## config.mk

```make
export PLATFORM = sky130hd
export DESIGN_NAME = running_peak_and_delta_tracker_top_flat
export DESIGN_NICKNAME = d
export VERILOG_FILES = /design/src/rtl/core/rpdt_pkg.sv /design/src/rtl/core/rpdt_in_if.sv /design/src/rtl/core/rpdt_out_if.sv /design/src/rtl/core/running_peak_and_delta_tracker_top.sv /design/src/rtl/core/rpdt_in_stage.sv /design/src/rtl/core/rpdt_update.sv /design/src/flat_wrapper.sv
export VERILOG_INCLUDE_DIRS = /design/src /design/src/rtl/core
export SDC_FILE = /design/constraint.sdc
export NUM_CORES = 1
export LEC_CHECK = 0
export BUFFER_PORTS_ARGS = -buffer_cell sky130_fd_sc_hd__buf_2
export CORE_ASPECT_RATIO = 0.5
export CORE_UTILIZATION = 53
export DETAILED_ROUTE_END_ITERATION = 6
export PLACE_DENSITY = 0.76
export SYNTH_ARGS = -nofsm -noshare
export SYNTH_HDL_FRONTEND = slang
export SYNTH_HIERARCHICAL = 1
export SYNTH_SLANG_ARGS = --single-unit
```

## constraint.sdc

```tcl
create_clock -name i_clk -period 13.55 [get_ports i_clk]
set_input_delay 2.71 -clock i_clk [delete_from_list [all_inputs] [get_ports i_clk]]
set_output_delay 2.71 -clock i_clk [all_outputs]
set_load 0.01 [all_outputs]
```

## src/rtl/core/running_peak_and_delta_tracker_top_assert.svh

```systemverilog
// Assertion macros used by the tracker update stage.
`ifndef RUNNING_PEAK_AND_DELTA_TRACKER_TOP_ASSERT_SVH
`define RUNNING_PEAK_AND_DELTA_TRACKER_TOP_ASSERT_SVH

// Condition must hold in the same cycle as the trigger.
`define RPDT_ASSERT_SAME(lbl, clk, rst_n, ante, cons) \
    lbl: assert property (@(posedge clk) disable iff (!(rst_n)) (ante) |-> (cons)) \
        else $error("rpdt assertion failed");

// Condition must hold in the cycle after the trigger.
`define RPDT_ASSERT_NEXT(lbl, clk, rst_n, ante, cons) \
    lbl: assert property (@(posedge clk) disable iff (!(rst_n)) (ante) |=> (cons)) \
        else $error("rpdt assertion failed");

`endif

```

## src/rtl/core/rpdt_pkg.sv

```systemverilog
// Package: widths and stage type of the running peak and delta tracker.
package rpdt_pkg;

    localparam int SAMPLE_WIDTH = 24;
    localparam int DELTA_WIDTH  = SAMPLE_WIDTH + 1;

    localparam logic MODE_SAMPLE = 1'b0;
    localparam logic MODE_CLEAR  = 1'b1;

    typedef logic signed [SAMPLE_WIDTH-1:0] t_sample;
    typedef logic signed [DELTA_WIDTH-1:0]  t_delta;

    typedef struct packed {
        logic    valid;
        logic    mode;
        t_sample sample;
    } t_stage;

endpackage

```

## src/rtl/core/rpdt_in_if.sv

```systemverilog
// Interface: input channel carrying sample and clear items.
interface rpdt_in_if;
    logic                                        valid;
    logic                                        ready;
    logic                                        mode;
    logic signed [rpdt_pkg::SAMPLE_WIDTH-1:0]    sample_value;

    modport source (output valid, output mode, output sample_value, input ready);
    modport sink   (input valid, input mode, input sample_value, output ready);
endinterface

```

## src/rtl/core/rpdt_out_if.sv

```systemverilog
// Interface: result channel carrying the six running extremes.
interface rpdt_out_if;
    logic                                        valid;
    logic                                        ready;
    logic        [rpdt_pkg::SAMPLE_WIDTH-1:0]    peak_abs;
    logic signed [rpdt_pkg::SAMPLE_WIDTH-1:0]    min_value;
    logic        [rpdt_pkg::SAMPLE_WIDTH-2:0]    max_value;
    logic        [rpdt_pkg::SAMPLE_WIDTH-1:0]    peak_abs_delta;
    logic        [rpdt_pkg::SAMPLE_WIDTH-1:0]    max_delta;
    logic signed [rpdt_pkg::DELTA_WIDTH-1:0]     min_delta;

    modport source (output valid, output peak_abs, output min_value, output max_value,
                    output peak_abs_delta, output max_delta, output min_delta,
                    input ready);
    modport sink   (input valid, input peak_abs, input min_value, input max_value,
                    input peak_abs_delta, input max_delta, input min_delta,
                    output ready);
endinterface

```

## src/rtl/core/running_peak_and_delta_tracker_top.sv

```systemverilog
// Top level of the running peak and delta tracker.
//
//  channel  | dir | payload
//  ---------+-----+----------------------------------------------------------
//  i_in     | in  | mode, sample_value
//  o_out    | out | peak_abs, min_value, max_value, peak_abs_delta,
//           |     | max_delta, min_delta
//
// One item per cycle while the result is not stalled: an input register feeds
// the compare/subtract update, whose state registers are the held result.
// A clear item zeroes all tracking and gives no result.
// Reset is synchronous; all tracking state returns to zero with no step history.
// A stalled result holds the state; the input register still takes one item.
module running_peak_and_delta_tracker_top (
    input  logic        i_clk,
    input  logic        i_rst_n,
    rpdt_in_if.sink     i_in,
    rpdt_out_if.source  o_out
);

    rpdt_pkg::t_stage stage;
    logic             advance;

    rpdt_in_stage u_in_stage (
        .i_clk     (i_clk),
        .i_rst_n   (i_rst_n),
        .i_in      (i_in),
        .i_advance (advance),
        .o_stage   (stage)
    );

    rpdt_update u_update (
        .i_clk     (i_clk),
        .i_rst_n   (i_rst_n),
        .i_stage   (stage),
        .o_advance (advance),
        .o_out     (o_out)
    );

endmodule

```

## src/rtl/core/rpdt_in_stage.sv

```systemverilog
// Input register stage of the tracker.
module rpdt_in_stage (
    input  logic                i_clk,
    input  logic                i_rst_n,
    rpdt_in_if.sink             i_in,
    input  logic                i_advance,
    output rpdt_pkg::t_stage    o_stage
);

    rpdt_pkg::t_stage r_stage;

    assign i_in.ready = !r_stage.valid || i_advance;
    assign o_stage    = r_stage;

    always_ff @(posedge i_clk) begin
        if (!i_rst_n) begin
            r_stage.valid <= 1'b0;
        end else if (i_in.ready) begin
            r_stage.valid <= i_in.valid;
        end
        // payload needs no reset
        if (i_in.ready && i_in.valid) begin
            r_stage.mode   <= i_in.mode;
            r_stage.sample <= i_in.sample_value;
        end
    end

endmodule

```

## src/rtl/core/rpdt_update.sv

```systemverilog
// Extreme tracking state and result register of the tracker.
`include "running_peak_and_delta_tracker_top_assert.svh"

module rpdt_update (
    input  logic                i_clk,
    input  logic                i_rst_n,
    input  rpdt_pkg::t_stage    i_stage,
    output logic                o_advance,
    rpdt_out_if.source          o_out
);

    localparam int SW = rpdt_pkg::SAMPLE_WIDTH;
    localparam int DW = rpdt_pkg::DELTA_WIDTH;

    logic                  r_out_valid;
    logic [SW-1:0]         r_peak_abs;
    rpdt_pkg::t_sample     r_min;
    logic [SW-2:0]         r_max;
    logic [SW-1:0]         r_peak_abs_delta;
    logic [SW-1:0]         r_max_delta;
    rpdt_pkg::t_delta      r_min_delta;
    rpdt_pkg::t_sample     r_prev;
    logic                  r_have_prev;

    logic [SW-1:0]         n_peak_abs;
    rpdt_pkg::t_sample     n_min;
    logic [SW-2:0]         n_max;
    logic [SW-1:0]         n_peak_abs_delta;
    logic [SW-1:0]         n_max_delta;
    rpdt_pkg::t_delta      n_min_delta;

    rpdt_pkg::t_delta      s_ext;
    rpdt_pkg::t_delta      d;
    logic [SW-1:0]         abs_s;
    logic [SW-1:0]         abs_d;
    logic                  take_sample;
    logic                  take_clear;

    assign o_advance   = !r_out_valid || o_out.ready;
    assign take_sample = i_stage.valid && o_advance && (i_stage.mode == rpdt_pkg::MODE_SAMPLE);
    assign take_clear  = i_stage.valid && o_advance && (i_stage.mode == rpdt_pkg::MODE_CLEAR);

    always_comb begin
        rpdt_pkg::t_delta neg_s;
        rpdt_pkg::t_delta neg_d;
        s_ext = {i_stage.sample[SW-1], i_stage.sample};
        d     = s_ext - {r_prev[SW-1], r_prev};
        neg_s = -s_ext;
        neg_d = -d;
        // magnitudes fit SW bits: at most 2^(SW-1) and 2^SW - 1
        abs_s = s_ext[DW-1] ? neg_s[SW-1:0] : s_ext[SW-1:0];
        abs_d = d[DW-1]     ? neg_d[SW-1:0] : d[SW-1:0];

        n_peak_abs       = (abs_s > r_peak_abs) ? abs_s : r_peak_abs;
        n_min            = (i_stage.sample < r_min) ? i_stage.sample : r_min;
        n_max            = (i_stage.sample > $signed({1'b0, r_max}))
                           ? i_stage.sample[SW-2:0] : r_max;
        n_peak_abs_delta = r_peak_abs_delta;
        n_max_delta      = r_max_delta;
        n_min_delta      = r_min_delta;
        // no step on the first sample after reset or clear
        if (r_have_prev) begin
            if (abs_d > r_peak_abs_delta) n_peak_abs_delta = abs_d;
            if (d > $signed({1'b0, r_max_delta})) n_max_delta = d[SW-1:0];
            if (d < r_min_delta) n_min_delta = d;
        end
    end

    always_ff @(posedge i_clk) begin
        if (!i_rst_n || take_clear) begin
            r_peak_abs       <= '0;
            r_min            <= '0;
            r_max            <= '0;
            r_peak_abs_delta <= '0;
            r_max_delta      <= '0;
            r_min_delta      <= '0;
            r_prev           <= '0;
            r_have_prev      <= 1'b0;
        end else if (take_sample) begin
            r_peak_abs       <= n_peak_abs;
            r_min            <= n_min;
            r_max            <= n_max;
            r_peak_abs_delta <= n_peak_abs_delta;
            r_max_delta      <= n_max_delta;
            r_min_delta      <= n_min_delta;
            r_prev           <= i_stage.sample;
            r_have_prev      <= 1'b1;
        end
        if (!i_rst_n) begin
            r_out_valid <= 1'b0;
        end else if (o_advance) begin
            r_out_valid <= take_sample;
        end
    end

    // state only moves on advance, so it doubles as the held result
    assign o_out.valid          = r_out_valid;
    assign o_out.peak_abs       = r_peak_abs;
    assign o_out.min_value      = r_min;
    assign o_out.max_value      = r_max;
    assign o_out.peak_abs_delta = r_peak_abs_delta;
    assign o_out.max_delta      = r_max_delta;
    assign o_out.min_delta      = r_min_delta;

    `RPDT_ASSERT_NEXT(a_clear_zeroes, i_clk, i_rst_n, take_clear,
        !r_have_prev && r_peak_abs == '0 && r_min == '0 && r_max == '0 && !r_out_valid)
    `RPDT_ASSERT_NEXT(a_sample_gives_result, i_clk, i_rst_n, take_sample, r_out_valid)
    `RPDT_ASSERT_SAME(a_peak_covers_max, i_clk, i_rst_n, 1'b1,
        r_peak_abs >= {1'b0, r_max})
    `RPDT_ASSERT_SAME(a_peak_delta_covers_max, i_clk, i_rst_n, 1'b1,
        r_peak_abs_delta >= r_max_delta)
    `RPDT_ASSERT_SAME(a_no_step_without_prev, i_clk, i_rst_n, !r_have_prev,
        r_peak_abs_delta == '0 && r_min_delta == '0)

endmodule
```

## src/flat_wrapper.sv

```systemverilog
// flat-port wrapper written by rule: the top's interface ports become plain ports
module running_peak_and_delta_tracker_top_flat 
  (i_clk, i_rst_n, i_in_valid, i_in_mode, i_in_sample_value, i_in_ready, o_out_valid, o_out_peak_abs, o_out_min_value, o_out_max_value, o_out_peak_abs_delta, o_out_max_delta, o_out_min_delta, o_out_ready);
  rpdt_in_if i_in_i ();
  rpdt_out_if o_out_i ();
  input  logic i_clk;
  input  logic i_rst_n;
  input wire logic [$bits(i_in_i.valid)-1:0] i_in_valid;
  input wire logic [$bits(i_in_i.mode)-1:0] i_in_mode;
  input wire logic [$bits(i_in_i.sample_value)-1:0] i_in_sample_value;
  output wire logic [$bits(i_in_i.ready)-1:0] i_in_ready;
  output wire logic [$bits(o_out_i.valid)-1:0] o_out_valid;
  output wire logic [$bits(o_out_i.peak_abs)-1:0] o_out_peak_abs;
  output wire logic [$bits(o_out_i.min_value)-1:0] o_out_min_value;
  output wire logic [$bits(o_out_i.max_value)-1:0] o_out_max_value;
  output wire logic [$bits(o_out_i.peak_abs_delta)-1:0] o_out_peak_abs_delta;
  output wire logic [$bits(o_out_i.max_delta)-1:0] o_out_max_delta;
  output wire logic [$bits(o_out_i.min_delta)-1:0] o_out_min_delta;
  input wire logic [$bits(o_out_i.ready)-1:0] o_out_ready;
  assign i_in_i.valid = i_in_valid;
  assign i_in_i.mode = i_in_mode;
  assign i_in_i.sample_value = i_in_sample_value;
  assign i_in_ready = i_in_i.ready;
  assign o_out_valid = o_out_i.valid;
  assign o_out_peak_abs = o_out_i.peak_abs;
  assign o_out_min_value = o_out_i.min_value;
  assign o_out_max_value = o_out_i.max_value;
  assign o_out_peak_abs_delta = o_out_i.peak_abs_delta;
  assign o_out_max_delta = o_out_i.max_delta;
  assign o_out_min_delta = o_out_i.min_delta;
  assign o_out_i.ready = o_out_ready;
  running_peak_and_delta_tracker_top u_core (.i_clk(i_clk), .i_rst_n(i_rst_n), .i_in(i_in_i), .o_out(o_out_i));
endmodule
```

After elaboration in Yosys (flattened, before gate mapping)
Index checks and enable logic that the tools add are counted.

$add $sub $neg: 3. Bitwise operators: 1. Magnitude comparators: 6. Reductions and logical operators: 16. Muxes and demuxes: 2.

Operators by type and width (count): 24-bit > comparator (3); 24-bit two-way mux (2); 24-bit negation (2); 25-bit > comparator (1); 25-bit less-than comparator (1); 24-bit by 24-bit subtractor with 25-bit output (1); 24-bit less-than comparator (1); 3-bit AND reduction (3); 2-bit AND reduction (3); 1-bit logical AND (4); 1-bit zero test (3); 1-bit logical OR (3); 1-bit inverter (1).

Logic and storage cells: 40. Register bits: 196. Input bits: 29. Output and inout port bits: 146.

Longest topological paths before layout
Word-level depth: 5. Depth in mapped cells: 27. Depth with buffers taken out: 23.

Cells and area by module
The synthesis kept the hierarchy.

Modules (own cells, without submodules): rpdt_update (cells each 1476, times used 1, area each 12034.0 µm²); rpdt_in_stage (cells each 30, times used 1, area each 808.3 µm²).

Worst setup path after synthesis
Ideal clock, no wire load.

Kind: input port to output port. Start point: in o_out_ready. End point: out i_in_ready. Cell stages on the path: 2. Arrival: 3.033 ns. Buffers on the path: 0. Setup slack: 7.807 ns. Cell sequence: nand2b_1 nand2b_4.

Cells in the longest elaborated chain, start to end: 2.

Ends and longest elaborated chain: start: declaration (line flat_wrapper.sv:19) `input wire logic [$bits(o_out_i.ready)-1:0] o_out_ready;`; 1-bit logical OR (line rpdt_update.sv:39) `assign o_advance = !r_out_valid || o_out.ready;`; 1-bit logical OR (line rpdt_in_stage.sv:12) `assign i_in.ready = !r_stage.valid || i_advance;`; end: declaration (line flat_wrapper.sv:11) `output wire logic [$bits(i_in_i.ready)-1:0] i_in_ready;`.

No other way between the ends.

Final worst setup path
Start point: reg u_core.u_in_stage.r_stage, in the netlist u_core/u_in_stage/o_stage[0]. End point: reg u_core.u_update.r_peak_abs_delta[23] (netlist: u_core/u_update/o_out.peak_abs_delta[23]).

Cells in the longest elaborated chain, start to end: 5.

Ends and longest elaborated chain: start: declaration (line rpdt_in_stage.sv:10) `rpdt_pkg::t_stage r_stage;`; 24-bit by 24-bit subtractor with 25-bit output (*) (line rpdt_update.sv:47) `d = s_ext - {r_prev[SW-1], r_prev};`; via u_core.u_update.d[10] (line rpdt_update.sv:33) `rpdt_pkg::t_delta d;`; 24-bit negation (*) (line rpdt_update.sv:49) `neg_d = -d;`; 24-bit two-way mux (*) (line rpdt_update.sv:52) `abs_d = d[DW-1] ? neg_d[SW-1:0] : d[SW-1:0];`; via u_core.u_update.abs_d[23] (line rpdt_update.sv:35) `logic [SW-1:0] abs_d;`; 24-bit > comparator (line rpdt_update.sv:63) `if (abs_d > r_peak_abs_delta) n_peak_abs_delta = abs_d;`; 3-bit AND reduction (no source line); end signal: assignment (line rpdt_update.sv:83) `r_peak_abs_delta <= n_peak_abs_delta;`; end: declaration (line rpdt_update.sv:19) `logic [SW-1:0] r_peak_abs_delta;`.

The timed path passes the listed nets; every way through them passes the cells marked *. A chain may end at the register's enable or synchronous reset.

==> results.rst <==
.. list-table::
   :header-rows: 1

   * - Metric
     - Value
   * - Warnings, synthesis
     - 6
   * - Flip-flop cell with the highest count after synthesis
     - sky130_fd_sc_hd__dfxtp_1
   * - Met2 usage
     - 45.3%
   * - Run status
     - completed
   * - Required time of the critical path
     - 13.86 ns
   * - CTS Buf Count
     - 17
   * - Global-route met1 utilization
     - 35.5%
   * - Share of the cycle needed by the critical path after routing
     - 49.6%
   * - Share of layout cells above drive strength 1
     - 14.6%
   * - Fraction of synthesized cell area taken by the top area cell type
     - 26.7%
   * - Most frequent cells in the layout
     - 217 x sky130_fd_sc_hd__nor2_1, 176 x sky130_fd_sc_hd__inv_1, 174 x sky130_fd_sc_hd__buf_2
   * - Synthesized instance count
     - 1506
   * - GR Overflow Total
     - 0
   * - Final Slew Violations
     - 0
   * - Maxcap violations
     - 0
   * - Arrival @ worst endpoint
     - about 7.0 ns
   * - Gate power share
     - 25.1%
   * - Slew Limit Headroom
     - 31.5%
   * - Ratio of total power to cell area
     - 103 nW/µm²
   * - Routability-driven placement congestion ratio
     - 0.931
   * - Deepest level of the CTS H-tree
     - 4
   * - Top Ports
     - 175
   * - Fraction of the core area covered by cells at the end of the flow
     - between 60% and 70%
   * - Pin count of the biggest net entering global routing
     - 75
   * - Most frequent standard cell in the layout excluding fill and tap cells
     - sky130_fd_sc_hd__nor2_1
   * - Post-layout instance area
     - 14600 µm²
   * - Count of cell types in the netlist
     - 68
   * - Highest ir drop seen on vdd
     - 0.0755 mV
   * - Endpoints failing setup
     - 0
   * - Fin nets
     - 1853
   * - Number of buffers inserted by hold repair at cts
     - 0
   * - Switching power share of the total
     - 32.5%
   * - Number of antenna violations at the first check in global routing
     - 1
   * - CTS max path bufs
     - 2
   * - Total DRC errors in the routed layout
     - 0
   * - Critical path endpoint category
     - register
   * - Flop pwr share
     - around 41%
   * - Number of placement rows
     - 39
   * - Clock root buffer
     - sky130_fd_sc_hd__clkbuf_16
   * - Leakage power summed over all cells
     - 6.43 nW
   * - Critical path startpoint category
     - register
   * - Starting density of the core
     - 55.2%
   * - Via Count
     - 11300
   * - Total Die Area
     - 24900 µm²
   * - WS Path Type
     - reg -> reg
   * - Area post-placement
     - roughly 14000 µm²
   * - Leading post-synthesis cells by cell area
     - sky130_fd_sc_hd__dfxtp_1 27%, sky130_fd_sc_hd__ha_1 16%, sky130_fd_sc_hd__mux2i_1 7.5%, sky130_fd_sc_hd__nor2_1 6.3%, sky130_fd_sc_hd__edfxtp_1 5.8%
   * - Total number of clock tree sinks
     - ~200
   * - Total of flip-flops plus latches after synthesis
     - between 150 and 200
   * - Wire length per cell after detailed routing
     - 17.2 µm
   * - Total core area
     - roughly 23000 µm²
   * - First-pass GRT wire length
     - 54600 µm
   * - Vert. Die Dim
     - 112 µm
   * - Post-synth ARST share
     - 0%
   * - Number of synthesized flops with an enable pin
     - 25
   * - Worst-margin pin slew
     - approximately 1 ns
   * - CTS-repair resized insts
     - 0
   * - Worst hold path class
     - reg -> reg
   * - Number of hold violations in the final report
     - 0
   * - Layout Skew
     - around 0.010 ns
   * - HPWL after DPL
     - 25700 µm
   * - # port buffers
     - 174
   * - # placed instances
     - 1943
   * - Clock latency at the later pin of the worst-skew pair
     - 0.45 ns
   * - Total routed wirelength
     - 34000 µm
   * - Routed Antenna Nets
     - 0
   * - Number of DRC markers after the initial detailed-route iteration
     - 873
   * - Switching power
     - 0.000487 W
   * - Relative contribution of the clock network to total power
     - 33.5%
   * - Peak clock frequency supported by timing
     - about 150 MHz
   * - Ant diodes
     - 0
   * - Count of non-filler cells in the finished layout
     - 1975
   * - Met3 track demand over resource
     - under 10%
   * - TritonCTS clock tree
     - yes
   * - Minimum clock period after layout
     - just under 7 ns
   * - Peak-usage layer in the global routing report
     - met2
   * - Per-instance average area after synthesis
     - 8.53 µm²
   * - X dimension of the die
     - 222 µm
   * - First-pass iteration count of the detailed router
     - 6
   * - Vias in the first global route
     - 11000
   * - Drt via density
     - 5.74
   * - Hold WS
     - 0.488 ns
   * - Setup TNS
     - 0 ns
   * - RSZ-0062 raised after global routing
     - no
   * - Area growth from synthesis to layout
     - 13.6%
   * - Total GRT Usage
     - 27.4%
   * - Synth area leader
     - sky130_fd_sc_hd__dfxtp_1
   * - Post-CTS setup buffers
     - 0
   * - Clock Pin Slew Worst Setup and Hold Paths
     - approximately 0.07 ns
   * - Cell area after technology mapping
     - between 10000 and 15000 µm²
   * - Critical Path Fanout Max
     - 36
   * - Fraction of the yosys area taken by sequential cells
     - 32.5%
   * - Post-synthesis net count
     - roughly 1700
   * - Pint
     - slightly above 0.001 W
critical path, cell delays in order, from the launching register on:
cell and delay, ns:
sky130_fd_sc_hd__edfxtp_1 0.45, sky130_fd_sc_hd__inv_1 0.25, sky130_fd_sc_hd__ha_1 0.20, sky130_fd_sc_hd__inv_1 0.05, sky130_fd_sc_hd__fa_1 0.42, sky130_fd_sc_hd__a211oi_1 0.37, sky130_fd_sc_hd__o21ai_0 0.18, sky130_fd_sc_hd__a31oi_1 0.26
sky130_fd_sc_hd__xnor2_1 0.25, sky130_fd_sc_hd__a31oi_1 0.34, sky130_fd_sc_hd__nor4b_4 0.50, sky130_fd_sc_hd__nand3_1 0.12, sky130_fd_sc_hd__or4_1 0.48, sky130_fd_sc_hd__o21ai_1 0.18, sky130_fd_sc_hd__xnor2_1 0.08, sky130_fd_sc_hd__ha_1 0.30
sky130_fd_sc_hd__nand4_1 0.14, sky130_fd_sc_hd__nor4_1 0.47, sky130_fd_sc_hd__nand2_1 0.09, sky130_fd_sc_hd__o21ai_0 0.17, sky130_fd_sc_hd__o31a_1 0.43, sky130_fd_sc_hd__buf_4 0.41, sky130_fd_sc_hd__nor4b_1 0.35, sky130_fd_sc_hd__nor4b_2 0.09
per-layer routing:
layer	part of all wire, %	routed length [µm]
met1	45	15400
met2	46	15700
met3	6.1	2070
met4	2.5	858
met5	0	0
cell type report:
class | instances | area, µm²
sequential | 196 | 4170
fill | 1989 | 8680
clock inverter | 12 | 119
clock buffer | 20 | 447
multi-input combinational | 1071 | 7800
timing repair buffer | 192 | 1010
tap | 307 | 384
inverter | 177 | 664
cells in the mapped netlist, types with 9 or more instances:
cell and n:
sky130_fd_sc_hd__ha_1 168, sky130_fd_sc_hd__nand2b_1 11, sky130_fd_sc_hd__a21oi_1 101, sky130_fd_sc_hd__inv_1 176
sky130_fd_sc_hd__nor3_1 14, sky130_fd_sc_hd__nor4_1 9, sky130_fd_sc_hd__nand4_1 29, sky130_fd_sc_hd__edfxtp_1 25
sky130_fd_sc_hd__or3_1 12, sky130_fd_sc_hd__nand2_1 45, sky130_fd_sc_hd__a211oi_1 40, sky130_fd_sc_hd__nor2_1 217
sky130_fd_sc_hd__nor2b_1 35, sky130_fd_sc_hd__o21a_1 13, sky130_fd_sc_hd__nor3b_1 24, sky130_fd_sc_hd__o21ai_0 47
sky130_fd_sc_hd__mux2i_1 96, sky130_fd_sc_hd__clkbuf_1 53, sky130_fd_sc_hd__a31oi_1 9, sky130_fd_sc_hd__a21o_1 42
sky130_fd_sc_hd__xor2_1 22, sky130_fd_sc_hd__xnor2_1 36, sky130_fd_sc_hd__dfxtp_1 171, sky130_fd_sc_hd__nand3_1 12
state kept, by name, indices dropped and copies added, names as in the netlist:
name and cells:
u_core/u_update/o_out.max_value 23, u_core/u_update/o_out.min_value 24, u_core/u_update/r_have_prev 1, u_core/u_update/o_out.peak_abs 24, u_core/u_update/o_out.max_delta 24, u_core/u_update/o_out.peak_abs_delta 24
u_core/u_update/o_out.min_delta 25, u_core/u_update/o_out.valid 1, u_core/u_in_stage/o_stage 26, u_core/u_update/r_prev 24
power groups by stage:
| stage | registers [W] | clock network, W | logic, W |
|---|---|---|---|
| 2_1_floorplan | 0.000631 | 0 | 0.000264 |
| 3_3_place_gp | 0.000634 | 0 | 0.000354 |
| 3_5_place_dp | 0.000635 | 0 | 0.000367 |
| 4_1_cts | 0.000621 | 0.000513 | 0.000371 |
| 5_1_grt | 0.000623 | 0.000535 | 0.000418 |
| 6_report | 0.000622 | 0.000502 | 0.000376 |
per-stage QoR:
step	total power, W	worst slack (ns)
6_report	0.00150	6.83
5_1_grt	0.00158	6.27
4_1_cts	0.00151	6.95
3_5_place_dp	0.00100	6.97
3_3_place_gp	0.000988	7.27
2_1_floorplan	0.000896	7.81
kinds of logic after synthesis:
family | after synthesis | synth area share, %
AOI/OAI and AO/OA | 300 | 15.0
xor gates and xnor gates | 58 | 3.96
adders and majority gates | 169 | 16.5
buffers and inverters | 239 | 7.04
DFF | 196 | 32.5
muxes | 98 | 7.66
and+or+nand+nor | 446 | 17.3
worst paths after layout:
path	from	end	slack, ns	cells after the start
setup / recovery	u_core/u_in_stage/o_stage[0]	u_core/u_update/o_out.peak_abs_delta[23]	6.83	23
hold reg to reg	u_core/u_update/o_out.peak_abs[18]	u_core/u_update/o_out.peak_abs[18]	0.49	2
setup reg to reg	u_core/u_in_stage/o_stage[0]	u_core/u_update/o_out.peak_abs_delta[23]	6.83	23
hold / removal	u_core/u_update/o_out.peak_abs[18]	u_core/u_update/o_out.peak_abs[18]	0.49	2
Note: power is estimated with default switching activity, not from simulation.
